[src/hw/rtl/frc_pkg.sv]
// Shared types, constants and the byte-wide CRC-32 step for the frame receiver.
package frc_pkg;

    localparam logic [7:0]  START_BYTE     = 8'h01;
    localparam logic [7:0]  KIND_NONE      = 8'd0;
    localparam logic [7:0]  KIND_CRC32     = 8'd32;
    localparam logic [1:0]  LENGTH_LAST    = 2'd1;   // two length bytes
    localparam logic [1:0]  CHECK_LAST     = 2'd3;   // four checksum bytes
    localparam logic [31:0] CRC_POLY       = 32'hEDB88320;
    localparam logic [31:0] CRC_PRESET     = 32'hFFFFFFFF;
    localparam logic [31:0] CRC_FINAL_XOR  = 32'hFFFFFFFF;
    localparam logic [15:0] CAPACITY_RESET = 16'd1024;

    typedef enum logic [2:0] {
        PH_IDLE    = 3'd0,
        PH_KIND    = 3'd1,
        PH_LENGTH  = 3'd2,
        PH_HDRXOR  = 3'd3,
        PH_PAYLOAD = 3'd4,
        PH_CHECK   = 3'd5
    } phase_t;

    typedef enum logic [2:0] {
        EV_NONE = 3'd0,
        EV_GOOD = 3'd1,
        EV_ZERO = 3'd2,
        EV_XOR  = 3'd3,
        EV_LONG = 3'd4,
        EV_CRC  = 3'd5
    } event_t;

    typedef struct packed {
        logic init;
        logic step;
    } crc_ctrl_t;

    typedef struct packed {
        logic        byte_invalid;
        logic        payload_valid;
        logic [7:0]  payload_byte;
        event_t      frame_event;
        logic [15:0] frame_length;
    } result_t;

    function automatic logic [31:0] crc_byte(input logic [31:0] crc_in, input logic [7:0] b);
        logic [31:0] c;
        c = crc_in ^ {24'd0, b};
        for (int i = 0; i < 8; i++)
        begin
            if (c[0])
                c = (c >> 1) ^ CRC_POLY;
            else
                c = c >> 1;
        end
        return c;
    endfunction

endpackage

[src/hw/rtl/frc_crc.sv]
// Running CRC-32 register over payload words.
module frc_crc (
    input  logic             clk,
    input  logic             rst_n,
    input  frc_pkg::crc_ctrl_t ctrl,
    input  logic [7:0]       data,
    output logic [31:0]      crc
);
    import frc_pkg::*;

    logic [31:0] crc_reg;
    logic [31:0] crc_next;

    always_comb
    begin
        crc_next = crc_reg;
        if (ctrl.init)
            crc_next = CRC_PRESET;
        else if (ctrl.step)
            crc_next = crc_byte(crc_reg, data);
    end

    always_ff @(posedge clk or negedge rst_n)
    begin
        if (!rst_n)
            crc_reg <= '0;
        else
            crc_reg <= crc_next;
    end

    assign crc = crc_reg;

endmodule

[src/hw/rtl/frc_deframer.sv]
// Frame phase sequencer: header parsing, payload pass-through and verdict.
module frc_deframer (
    input  logic               clk,
    input  logic               rst_n,
    input  logic               accept,
    input  logic [7:0]         rx_byte,
    input  logic [15:0]        capacity,
    input  logic [31:0]        crc,
    output frc_pkg::crc_ctrl_t crc_ctrl,
    output frc_pkg::result_t   result
);
    import frc_pkg::*;

    phase_t      phase_reg,   phase_next;
    logic        kind_none_reg, kind_none_next;
    logic        kind_crc_reg,  kind_crc_next;
    logic [15:0] length_reg,  length_next;
    logic [15:0] count_reg,   count_next;
    logic [23:0] acc_reg,     acc_next;
    logic [1:0]  fcnt_reg,    fcnt_next;
    logic [7:0]  hxor_reg,    hxor_next;

    logic [15:0] count_inc;
    logic [15:0] length_full;
    logic        clear;

    assign count_inc   = count_reg + 16'd1;
    assign length_full = {rx_byte, length_reg[7:0]};

    always_comb
    begin
        phase_next     = phase_reg;
        kind_none_next = kind_none_reg;
        kind_crc_next  = kind_crc_reg;
        length_next    = length_reg;
        count_next     = count_reg;
        acc_next       = acc_reg;
        fcnt_next      = fcnt_reg;
        hxor_next      = hxor_reg;
        clear          = 1'b0;
        crc_ctrl       = '0;
        result         = '0;
        result.frame_event = EV_NONE;

        unique case (phase_reg)
            PH_KIND:
            begin
                kind_none_next = (rx_byte == KIND_NONE);
                kind_crc_next  = (rx_byte == KIND_CRC32);
                hxor_next      = hxor_reg ^ rx_byte;
                fcnt_next      = '0;
                phase_next     = PH_LENGTH;
            end
            PH_LENGTH:
            begin
                hxor_next = hxor_reg ^ rx_byte;
                if (fcnt_reg == LENGTH_LAST)
                begin
                    length_next = length_full;
                    if (length_full == 16'd0)
                    begin
                        result.frame_event = EV_ZERO;
                        clear = 1'b1;
                    end
                    else
                    begin
                        phase_next = PH_HDRXOR;
                    end
                end
                else
                begin
                    length_next = {8'd0, rx_byte};
                    fcnt_next   = fcnt_reg + 2'd1;
                end
            end
            PH_HDRXOR:
            begin
                if (hxor_reg != rx_byte)
                begin
                    result.frame_event  = EV_XOR;
                    result.frame_length = length_reg;
                    clear = 1'b1;
                end
                else if (length_reg > capacity)
                begin
                    result.frame_event  = EV_LONG;
                    result.frame_length = length_reg;
                    clear = 1'b1;
                end
                else
                begin
                    phase_next    = PH_PAYLOAD;
                    crc_ctrl.init = kind_crc_reg;
                end
            end
            PH_PAYLOAD:
            begin
                result.payload_valid = 1'b1;
                result.payload_byte  = rx_byte;
                crc_ctrl.step        = 1'b1;
                count_next           = count_inc;
                if (count_inc == length_reg)
                begin
                    if (!kind_none_reg)
                    begin
                        phase_next = PH_CHECK;
                        acc_next   = '0;
                        fcnt_next  = '0;
                    end
                    else
                    begin
                        result.frame_event  = EV_GOOD;
                        result.frame_length = length_reg;
                        clear = 1'b1;
                    end
                end
            end
            PH_CHECK:
            begin
                case (fcnt_reg)
                    2'd0:    acc_next[7:0]   = rx_byte;
                    2'd1:    acc_next[15:8]  = rx_byte;
                    default: acc_next[23:16] = rx_byte;
                endcase
                fcnt_next = fcnt_reg + 2'd1;
                if (fcnt_reg == CHECK_LAST)
                begin
                    if (kind_crc_reg && ((crc ^ CRC_FINAL_XOR) != {rx_byte, acc_reg}))
                        result.frame_event = EV_CRC;
                    else
                        result.frame_event = EV_GOOD;
                    result.frame_length = length_reg;
                    clear = 1'b1;
                end
            end
            default:
            begin
                clear = 1'b1;
                if (rx_byte == START_BYTE)
                    phase_next = PH_KIND;
                else
                    result.byte_invalid = 1'b1;
            end
        endcase

        if (clear)
        begin
            if (!(phase_reg == PH_IDLE && rx_byte == START_BYTE) &&
                !(phase_reg != PH_KIND && phase_reg != PH_LENGTH && phase_reg != PH_HDRXOR &&
                  phase_reg != PH_PAYLOAD && phase_reg != PH_CHECK && rx_byte == START_BYTE))
                phase_next = PH_IDLE;
            kind_none_next = 1'b1;
            kind_crc_next  = 1'b0;
            length_next    = '0;
            count_next     = '0;
            acc_next       = '0;
            fcnt_next      = '0;
            hxor_next      = (phase_next == PH_KIND) ? rx_byte : 8'd0;
        end
    end

    always_ff @(posedge clk or negedge rst_n)
    begin
        if (!rst_n)
        begin
            phase_reg     <= PH_IDLE;
            kind_none_reg <= 1'b1;
            kind_crc_reg  <= 1'b0;
            length_reg    <= '0;
            count_reg     <= '0;
            acc_reg       <= '0;
            fcnt_reg      <= '0;
            hxor_reg      <= '0;
        end
        else if (accept)
        begin
            phase_reg     <= phase_next;
            kind_none_reg <= kind_none_next;
            kind_crc_reg  <= kind_crc_next;
            length_reg    <= length_next;
            count_reg     <= count_next;
            acc_reg       <= acc_next;
            fcnt_reg      <= fcnt_next;
            hxor_reg      <= hxor_next;
        end
    end

endmodule

[src/hw/rtl/frc_out_reg.sv]
// Result register with valid/ready hand-off to the output channel.
module frc_out_reg (
    input  logic             clk,
    input  logic             rst_n,
    input  logic             load,
    input  frc_pkg::result_t result_in,
    input  logic             out_ready,
    output logic             out_valid,
    output logic             free,
    output frc_pkg::result_t result_out
);
    import frc_pkg::*;

    logic    valid_reg, valid_next;
    result_t data_reg;

    assign free       = !valid_reg || out_ready;
    assign valid_next = load || (valid_reg && !out_ready);

    always_ff @(posedge clk or negedge rst_n)
    begin
        if (!rst_n)
            valid_reg <= 1'b0;
        else
            valid_reg <= valid_next;
    end

    always_ff @(posedge clk)
    begin
        if (load)
            data_reg <= result_in;
    end

    assign out_valid  = valid_reg;
    assign result_out = data_reg;

endmodule

[src/hw/rtl/frame_receiver_crc32.sv]
// Top level of the byte-serial frame receiver with CRC-32 check.
//
//  channel   signals                          direction  notes
//  in        in_valid, in_ready, rx_byte      sink       one link byte per word
//  out       out_valid, out_ready, fields     source     one result word per input word
//  cfg       cfg_wr_en, cfg_wr_data           sink       buffer capacity, no wait
//
//  One word per cycle while in_ready is high; each result is registered when taken.
//  Each word is parsed, and a payload word CRC-updated, in the cycle it is taken.
//  in_ready is high whenever the result register is empty or being emptied.
//  A stalled output holds its result and blocks input only while full.
//  Reset returns the parser to idle and the capacity to 1024.
module frame_receiver_crc32 (
    input  logic        clk,
    input  logic        rst_n,
    input  logic        in_valid,
    output logic        in_ready,
    input  logic [7:0]  rx_byte,
    output logic        out_valid,
    input  logic        out_ready,
    output logic        byte_invalid,
    output logic        payload_valid,
    output logic [7:0]  payload_byte,
    output logic [2:0]  frame_event,
    output logic [15:0] frame_length,
    input  logic        cfg_wr_en,
    input  logic [15:0] cfg_wr_data
);
    import frc_pkg::*;

    logic        accept;
    logic [15:0] capacity_reg;
    logic [31:0] crc;
    crc_ctrl_t   crc_ctrl;
    result_t     result_comb;
    result_t     result_q;

    assign accept = in_valid && in_ready;

    always_ff @(posedge clk or negedge rst_n)
    begin
        if (!rst_n)
            capacity_reg <= CAPACITY_RESET;
        else if (cfg_wr_en)
            capacity_reg <= cfg_wr_data;
    end

    frc_deframer u_deframer (
        .clk      (clk),
        .rst_n    (rst_n),
        .accept   (accept),
        .rx_byte  (rx_byte),
        .capacity (capacity_reg),
        .crc      (crc),
        .crc_ctrl (crc_ctrl),
        .result   (result_comb)
    );

    frc_crc u_crc (
        .clk   (clk),
        .rst_n (rst_n),
        .ctrl  (accept ? crc_ctrl : crc_ctrl_t'('0)),
        .data  (rx_byte),
        .crc   (crc)
    );

    frc_out_reg u_out (
        .clk        (clk),
        .rst_n      (rst_n),
        .load       (accept),
        .result_in  (result_comb),
        .out_ready  (out_ready),
        .out_valid  (out_valid),
        .free       (in_ready),
        .result_out (result_q)
    );

    assign byte_invalid  = result_q.byte_invalid;
    assign payload_valid = result_q.payload_valid;
    assign payload_byte  = result_q.payload_byte;
    assign frame_event   = result_q.frame_event;
    assign frame_length  = result_q.frame_length;

endmodule

[config.mk]
export PLATFORM = sky130hd
export DESIGN_NAME = frame_receiver_crc32
export DESIGN_NICKNAME = d
export VERILOG_FILES = /design/src/hw/rtl/frc_pkg.sv /design/src/hw/rtl/frc_crc.sv /design/src/hw/rtl/frc_deframer.sv /design/src/hw/rtl/frc_out_reg.sv /design/src/hw/rtl/frame_receiver_crc32.sv
export SDC_FILE = /design/constraint.sdc
export NUM_CORES = 1
export LEC_CHECK = 0
export ABC_AREA = 1
export BUFFER_PORTS_ARGS = -buffer_cell sky130_fd_sc_hd__buf_4
export CORE_MARGIN = 2
export CORE_UTILIZATION = 51
export DETAILED_ROUTE_END_ITERATION = 8
export PLACE_DENSITY = 0.79
export SKIP_LAST_GASP = 1
export SYNTH_ARGS = -nofsm -noshare
export SYNTH_HDL_FRONTEND = slang
export SYNTH_SLANG_ARGS = --single-unit
[constraint.sdc]
create_clock -name clk -period 2.94 [get_ports clk]
set_input_delay 0.294 -clock clk [delete_from_list [all_inputs] [get_ports clk]]
set_output_delay 0.294 -clock clk [all_outputs]
set_load 0.05 [all_outputs]
Word level (Yosys, flattened, before mapping)
Cells that the tools add are included.
Cells by class
  $add $sub $neg: 2
  $lt $le $gt $ge: 1
  eq/ne operators: 25
  mux-type cells: 84
  bitwise logic cells: 11
  reduce and logical (&&, ||, !) cells: 39
Operators by type and width (count)
  2-to-1 mux 32 bit: 24
  inverter 13 -> 14 bit: 8
  2-to-1 mux 16 bit: 5
  2-to-1 mux 19 bit: 4
  2-to-1 mux 24 bit: 3
  2-to-1 mux 8 bit: 6
  case mux 16 bit (3 select lines): 1
  case mux 24 bit (2 select lines): 1
  2-to-1 mux 3 bit: 12
  inequality test 32 bit: 1
  inverter 32 bit: 1
  bitwise XOR 32 x 8 -> 32 bit: 1
  AND reduction 5 bit: 4
  2-to-1 mux 17 bit: 1
  adder 16 x 1 -> 16 bit (second input constant): 1
  == test 16 bit: 1
  greater-than comparator 16 bit: 1
  logical NOT 16 bit: 1
  2-to-1 mux 1 bit: 16
  inequality test 3 x 2 -> 1 bit (second input constant): 5
  case mux 3 bit (5 select lines): 1
  2-to-1 mux 2 bit: 6
  case mux 3 bit (4 select lines): 1
  logical AND 1 bit: 10
  other kinds (28): 47
Word-level totals
  flip-flop bits (word level): 149
  bits of input ports: 29
  output and inout port bits: 31
  logic and storage cells: 181

Longest topological paths before layout
Gate-level depths: netlist of the first run.
  word-level depth: 35
  depth in mapped cells: 19
  depth with buffers taken out: 19

Cells and area by module
A second synthesis of the first run with hierarchy kept.
Second synthesis, totals
  cells, all modules: 1156
  area, all modules: 9216.3 µm²
By module, submodules not included
  frc_deframer: instances 1, cells each 698, area an instance 5245.0 µm², seq. area each 1778.0 µm²
  frc_crc: instances 1, cells each 350, area an instance 2387.3 µm², seq. area each 800.8 µm²
  frc_out_reg: instances 1, cells each 34, area an instance 915.9 µm², seq. area each 895.9 µm²
  frame_receiver_crc32: instances 1, cells each 74, area an instance 668.1 µm², seq. area each 401.6 µm²

Least setup slack after synthesis of the first run
OpenSTA, ideal clock, no wires.
  kind: reg2reg
  start point: register u_out.valid_reg, in the netlist u_out.out_valid
  end point: register u_crc.crc_reg[18], in the netlist u_crc.crc[18]
  setup time: 0.070 ns
  arrival: 3.397 ns
  required time: 2.870 ns
  setup slack: -0.528 ns
  stages on the path, launching flop included: 8
  path buffers: 2
  period minus slack after synthesis: 3.468 ns
  path through: dfrtp_1 -> nand2_1 -> nand2_1 -> inv_1 -> buf_1 -> nand4_1 -> clkbuf_1 -> nand3_1
On the way
  longest elaborated chain between the ends: 5
  elaborated cells between the ends (all ways): 6
  those cells by class: mux (2); reduce/logical (4)
Ends and longest elaborated chain
  start: declaration: RTL line frc_out_reg.sv:14  | logic valid_reg, valid_next;
  start signal: assignment: RTL line frc_out_reg.sv:25  | valid_reg <= valid_next;
  logical NOT 1 bit *: RTL line frc_out_reg.sv:17  | assign free = !valid_reg || out_ready;
  logical OR 1 bit *: RTL line frc_out_reg.sv:17
  named net in_ready: RTL line frame_receiver_crc32.sv:17  | output logic in_ready,
  logical AND 1 bit *: RTL line frame_receiver_crc32.sv:38  | assign accept = in_valid && in_ready;
  named net accept: RTL line frame_receiver_crc32.sv:31  | logic accept;
  2-to-1 mux 2 bit *: RTL line frame_receiver_crc32.sv:62  | .ctrl (accept ? crc_ctrl : crc_ctrl_t'('0)),
  2-to-1 mux 32 bit / nonzero test 2 bit (equally long branches)
  end signal: assignment: RTL line frc_crc.sv:28  | crc_reg <= crc_next;
  end: declaration: RTL line frc_crc.sv:11  | logic [31:0] crc_reg;
The timed path passes the listed nets; every way through them passes the cells marked *.
A chain may end at the register's enable or synchronous reset.

Worst setup path after layout of the first run
  start point: register u_deframer.length_reg[1]
  end point: register u_deframer.acc_reg[2]
On the way
  longest elaborated chain between the ends: 6
  elaborated cells between the ends (all ways): 15
  those cells by class: order compare (1); eq/ne (4); mux (7); reduce/logical (3)
Ends and longest elaborated chain
  start: declaration: RTL line frc_deframer.sv:17  | logic [15:0] length_reg, length_next;
  start signal: assignment: RTL line frc_deframer.sv:180  | length_reg <= length_next;
  greater-than comparator 16 bit / logical NOT 16 bit (equally long branches): RTL line frc_deframer.sv:84, frc_deframer.sv:60
  2-to-1 mux 1 bit, on equally long branches: RTL line frc_deframer.sv:84, frc_deframer.sv:60
  2-to-1 mux 1 bit, on equally long branches: RTL line frc_deframer.sv:78, frc_deframer.sv:57
  case mux 1 bit (5 select lines): RTL line frc_deframer.sv:45  | unique case (phase_reg)
  inequality test 3 x 2 -> 1 bit (no line) (tied with other cells)
  AND reduction 5 bit (no line)
  end signal: assignment: RTL line frc_deframer.sv:182  | acc_reg <= acc_next;
  end: declaration: RTL line frc_deframer.sv:19  | logic [23:0] acc_reg, acc_next;
Several ways; a longest one is shown, not always the timed one.

==> reports/metrics.yaml, run 1 <==
sta:
  period_minus_slack_ns: 2.737
  fin_worst_skew_ns: 0.01684
  worst_pin_slew_ns: 0.8975
  setup_viol: 0
  maxSlewHeadroom_pct: 39.73
  fin_setup_tns_ns: 0
  drv_slew: 0
  finalCritPeriodShare_pct: 93.10
  rsz0062_at_grt: "false"
  hold_viol: 0
  max_freq_ghz: 0.3653
detailed_routing:
  num_vias: 8098
  via_per_inst: 5.628
  drtAntennaViolNets: 0
  drt_wl_total_mm: 25.12
  detail_route.wl_per_cell_um: 17.45
  firstDrtPassIters: 5
  drc: 0
  drtIter0Drc: 730
synth:
  ys_types: 46
  yosys_warnings: 0
  syn_area_um2: 9020
  synth_common_cells: "nand2_1 (282), inv_1 (121), dfrtp_1 (118)"
  synth_seq_cells: 149
  async_flop_share_pct: 80.54
  syn_inst: 1111
  yosysMostFrequentCell: "nand2_1"
  yosysTopAreaCell: "dfrtp_1"
  synth_flop_cell: "dfrtp_1"
  syn-num-nets: 1163
  synth_edf_count: 29
  synth_top_area_share_pct: 32.74
  ys_seq_area_share_pct: 42.97
  syn_area_per_cell_um2: 8.119
  yosys-top-cells-area: "dfrtp_1 (33%), nand2_1 (12%), edfxtp_1 (9.7%), nand3_1 (5.5%), xor2_1 (5.0%)"
hold_path:
  hold_path.class: "primary input to register"
  hold_depth: 3
job:
  cap_violations: 0
place:
  finalWeightedCongestion: 0.9949
  io_buffers: 59
  dp_hpwl_mm: 18.61
  dp.cells: 1398
clock_tree:
  cts_made_buffers: 17
  cts.htree.levels: 4
  numClockSinks: 149
  clk_root_buffer_cell: "clkbuf_16"
  cts_buffer_depth: 2
  clkSlewWorstSetupHoldPaths_ns: 0.07
  cts_tree: "done"
  clk_latency_ns: 0.44
finish:
  largest_register_ffs: 32
  fin_cells: 1439
  syn2layout_area_growth_pct: 16.49
  antenna_cells: 0
  nFillCells: 1473
  drive_above_1_share_pct: 15.98
  layout.nets: 1253
worst_setup_path:
  crit_path_max_incr_delay_ns: 0.46
  r2r_cells: 18
  cp_cell_sequence: "ha_1 -> a21oi_1 -> o21ai_0 -> nand2_1 -> nand2_1 -> nand2_1 -> nand2_1 -> nand2_1 -> nand2_1 -> nand2_1 -> buf_4 -> nand3_4 -> nor2_8 -> buf_4 -> o21ai_4 -> buf_4 -> nand3_1 -> nand2_1"
  crit_arrival_ns: 3.06
  critPathKind: "register to register"
  start_kind: "register"
  crit_path_max_fanout: 6
  crit_required_ns: 3.26
  path_common_cell: "nand2_1"
  reg2reg_slack_ns: 0.20
  slowest_stage: "dfrtp_1"
  end_kind: "register"
global_route:
  grt_max_degree: 49
  grt_overflow: 0
  grt_pass1_wl_mm: 40.14
  antenna_found_initial: 0
  grt.total_usage_pct: 28.02
  grt_pass1_vias: 7787
power_and_ir_drop:
  power_frac_seq_pct: 37.9
  pwr-share-comb_pct: 32.6
  p_per_area_nw_per_um2: 662.0
  power.static_leakage_nw: 5.077
  switchingPower_mw: 2.601
  p_int_mw: 4.355
  p_clk_share_pct: 29.5
  peakVddDrop_v: 0.0006358
  sw_frac_of_total_pct: 37.39
floorplan:
  ios: 60
  fp-row-count: 48
  initial_core_util_pct: 52.15
  die_y_um: 137.0
  die_w_um: 137.0
  coreArea_um2: 17300
  dieArea_um2: 18770
status:
  status: "completed"
-- cell type report --
cell class                 instances  area [um2]  area share (%)
clock buffer                      18       429.2           4.084
inverter                         124       465.4           4.430
tap                              225       281.5           2.679
timing repair buffer             104       795.8           7.573
multi-input combinational        805        4538           43.19
clock inverter                    14       117.6           1.119
sequential                       149        3880           36.93
-- repair_timing --
item	4_1_cts	5_1_grt
hold buffers	1	0
resized for setup	0	7
setup endpoints to repair	0	69
buffers inserted	0	8
endpoints found under the hold margin	44	0
-- stage by stage --
stage,utilization (%),setup slack (ns),power [mW],cell area [um2],hold WS (ns)
global placement,56.97,0.2067,4.800,9854,0.3798
global route,60.75,0.003776,7.349,10510,0.06567
floorplan,-,0.03039,4.284,9030,-0.001591
CTS,60.19,0.1335,6.956,10410,0.05638
detailed placement,56.97,0.1448,4.881,9854,0.3832
finish,60.75,0.2027,6.956,10510,0.05675
-- cell usage in the layout (no fill, tap or decap), types with 17 or more instances in the layout --
cell type / Yosys / final
inv_1: 121 / 121
o21ai_0: 46 / 46
xor2_1: 52 / 52
nor2_1: 70 / 69
edfxtp_1: 29 / 29
ha_1: 23 / 22
a21oi_1: 35 / 35
clkbuf_16: 0 / 17
nand3_1: 99 / 99
o211ai_1: 19 / 19
nand4_1: 31 / 31
buf_4: 4 / 102
dfrtp_1: 118 / 115
nand2_1: 282 / 281
xnor2_1: 46 / 46
-- power by group through the flow --
stage	Clock, mW	Sequential (mW)	Combinational [mW]
after detailed placement	0	2.67	2.21
after CTS	2.07	2.63	2.25
after global routing	2.17	2.66	2.52
after floorplan	0	2.64	1.64
final	2.05	2.64	2.26
after global placement	0	2.66	2.14
-- critical path, delay by kind of cell, from the launching register on --
kind	cells	cell delay, ns
flops	1	0.46
simple gates	11	1.09
fa+ha+maj	1	0.32
compound gates	3	0.31
buf+inv	3	0.46
-- worst paths after layout --
path                                                              to                                 start
worst max-delay path               u_deframer.acc_reg[2]$_DFFE_PN0P_  u_deframer.length_reg[1]$_DFFE_PN0P_
worst max register to register     u_deframer.acc_reg[2]$_DFFE_PN0P_  u_deframer.length_reg[1]$_DFFE_PN0P_
worst min-delay path                       u_out.out_valid$_DFF_PN0_                              in_valid
max in group asynchronous         u_deframer.acc_reg[15]$_DFFE_PN0P_                                 rst_n
worst min register to register  u_deframer.kind_none_reg$_DFFE_PN1P_  u_deframer.kind_none_reg$_DFFE_PN1P_
min in group asynchronous       u_deframer.count_reg[11]$_DFFE_PN0P_                                 rst_n
-- metal layers --
metal | global-route usage [%] | share of wire (%)
met1 | 36.09 | 40
met2 | 45.30 | 48
met3 | 4.852 | 7.5
met4 | 14.38 | 4.5
met5 | 0 | 0
-- cell families (layout without fill, tap and decap cells) --
kind of cell | after synthesis | count (layout) | synth area share (%)
AND/OR/NAND/NOR | 548 | 548 | 28.31
XOR/XNOR | 98 | 98 | 9.516
multiplexers | 1 | 1 | 0.1248
flip-flops | 149 | 149 | 42.97
AO/OA/AOI/OAI | 135 | 135 | 8.920
adder cells (fa/ha/maj) | 23 | 23 | 3.191
buffers and inverters | 157 | 260 | 6.963
Note: power is estimated with default switching activity, not from simulation.
==> run 2, diff against run 1 <==
--- a/config.mk
+++ b/config.mk
@@ -8,10 +8,12 @@
 export ABC_AREA = 1
 export BUFFER_PORTS_ARGS = -buffer_cell sky130_fd_sc_hd__buf_4
 export CORE_MARGIN = 2
-export CORE_UTILIZATION = 51
+export CORE_UTILIZATION = 62
 export DETAILED_ROUTE_END_ITERATION = 8
-export PLACE_DENSITY = 0.79
+export PLACE_DENSITY = 0.91
+export SKIP_CTS_REPAIR_TIMING = 1
 export SKIP_LAST_GASP = 1
+export SLEW_MARGIN = 25
 export SYNTH_ARGS = -nofsm -noshare
 export SYNTH_HDL_FRONTEND = slang
 export SYNTH_SLANG_ARGS = --single-unit
==> run 2 against run 1 <==
  * The flow now finishes with violations (negative hold slack)
  * Combinational power about the same
  * Cell count decreased by 3.8%
  * Via count increased by 3.5%
  * Largest cell class unchanged
==> reports/metrics.yaml, run 2 (synthesized netlist as in run 1, its figures left out) <==
floorplan:
  dieArea_um2: 15530
  die_w_um: 124.6
  fp-row-count: 44
  coreArea_um2: 14370
  initial_core_util_pct: 62.77
  ios: 60
  die_y_um: 124.6
power_and_ir_drop:
  p_per_area_nw_per_um2: 680.3
  peakVddDrop_v: 0.0008284
  finalPower_mw: 7.045
  power.static_leakage_nw: 5.013
finish:
  largest_register_ffs: 32
  fin_cells: 1384
  drive_above_1_share_pct: 14.67
  final_cell_mix: "nand2_1 (281), inv_1 (121), dfrtp_1 (117)"
  final_util_pct: 72.07
  nFillCells: 1046
  layout_commonest_cell: "nand2_1"
  syn2layout_area_growth_pct: 14.82
  antenna_cells: 0
  layout.nets: 1239
place:
  io_buffers: 59
  finalWeightedCongestion: 1.031
  dp.cells: 1351
  dp_hpwl_mm: 18.58
sta:
  holdWs_ns: -0.03016
  fin_worst_skew_ns: 0.009821
  maxSlewHeadroom_pct: 33.07
  max_freq_ghz: 0.3585
  hold_viol: 9
  period_minus_slack_ns: 2.790
  setup_viol: 0
  finalCritPeriodShare_pct: 94.89
  worst_pin_slew_ns: 0.9968
  drv_slew: 0
detailed_routing:
  firstDrtPassIters: 7
  detail_route.wl_per_cell_um: 18.53
  drc: 0
  via_per_inst: 6.058
  drtIter0Drc: 1015
  drt_wl_total_mm: 25.64
  drtAntennaViolNets: 0
  num_vias: 8384
clock_tree:
  cts_tree: "done"
  clk_latency_ns: 0.43
  cts.htree.levels: 4
  cts_buffer_depth: 2
  cts_made_buffers: 17
  clkSlewWorstSetupHoldPaths_ns: 0.06
  clk_root_buffer_cell: "clkbuf_16"
  numClockSinks: 149
global_route:
  antenna_found_initial: 0
  grt_max_degree: 63
  grt_pass1_wl_mm: 41.86
  grt.total_usage_pct: 33.78
  grt_overflow: 0
  grt_pass1_vias: 8152
status:
  status: "finished with violations"
  violations: "negative hold slack"
worst_setup_path:
  crit_arrival_ns: 3.10
  crit_required_ns: 3.25
  end_kind: "register"
  start_kind: "register"
  crit_path_max_fanout: 8
  critPathKind: "register to register"
hold_path:
  hold_path.class: "primary input to async pin"
job:
  cap_violations: 0
==> run 2: cell types whose count changed in the layout (fill, tap and decap cells not counted), sizes merged <==
cell / before / now
bufinv: 0 / 2
dlygate4sd3: 1 / 0
buf: 103 / 90
inv: 130 / 126
clkbuf: 18 / 17
clkinvlp: 1 / 3
clkinv: 7 / 8
==> run 2: power breakdown <==
group	internal [mW]	leakage [nW]	total, mW	switching, mW
clock	1.24	0.269	2.13	0.890
combinational	0.898	2.87	2.28	1.38
sequential	2.35	1.87	2.64	0.294
total	4.48	5.01	7.05	2.56
==> run 2: layout make-up <==
| class | count | area (um2) | area share [%] |
|---|---|---|---|
| multi-input combinational | 805 | 4528 | 43.72 |
| clock inverter | 15 | 137.6 | 1.329 |
| sequential | 149 | 3877 | 37.44 |
| tap | 184 | 230.2 | 2.223 |
| clock buffer | 17 | 425.4 | 4.108 |
| inverter | 124 | 465.4 | 4.494 |
| timing repair buffer | 90 | 691.9 | 6.681 |
==> run 2: through the flow <==
stage          setup TNS (ns)  worst slack (ns)  instance area, um2
2_1_floorplan               0           0.03039                9030
6_report                    0            0.1503               10360
5_1_grt             -0.009892         -0.006292               10360
3_3_place_gp                0            0.1914                9771
3_5_place_dp                0            0.1613                9771
4_1_cts                     0            0.1504               10330
==> run 2: worst paths after layout <==
check | from | to | slack (ns) | depth (start not counted)
worst max-delay path | u_deframer.length_reg[3]$_DFFE_PN0P_ | u_deframer.hxor_reg[0]$_DFFE_PN0P_ | 0.15 | 15
max in group asynchronous | rst_n | capacity_reg[10]$_DFFE_PN1P_ | 2.13 | 2
worst min register to register | u_deframer.kind_none_reg$_DFFE_PN1P_ | u_deframer.kind_none_reg$_DFFE_PN1P_ | 0.49 | 2
min in group clk | cfg_wr_data[14] | capacity_reg[14]$_DFFE_PN0P_ | 0.07 | 3
worst min-delay path | rst_n | u_deframer.count_reg[11]$_DFFE_PN0P_ | -0.03 | 1
worst max register to register | u_deframer.length_reg[3]$_DFFE_PN0P_ | u_deframer.hxor_reg[0]$_DFFE_PN0P_ | 0.15 | 15
==> run 2: routing by layer <==
| metal | routed length [um] | vias up | global-route usage, % |
|---|---|---|---|
| li1 | - | 3814 | - |
| met1 | 9859 | 3897 | 44.60 |
| met2 | 11740 | 559 | 53.55 |
| met3 | 2876 | 114 | 7.732 |
| met4 | 1164 | 0 | 15.07 |
| met5 | 0 | - | 0 |
==> run 2: critical path, cell delays in order, from the launching register on <==
cell and delay, ns:
dfrtp_1 0.45, ha_1 0.34, a21oi_1 0.14, o21ai_0 0.10
nand2_1 0.07, nand2_1 0.04, nand2_1 0.05, nand2_1 0.05
nand2_1 0.17, nand2_1 0.13, nand2_1 0.21, nand4_4 0.25
o21ai_1 0.34, inv_1 0.18, nand2_1 0.10, nand2_1 0.05
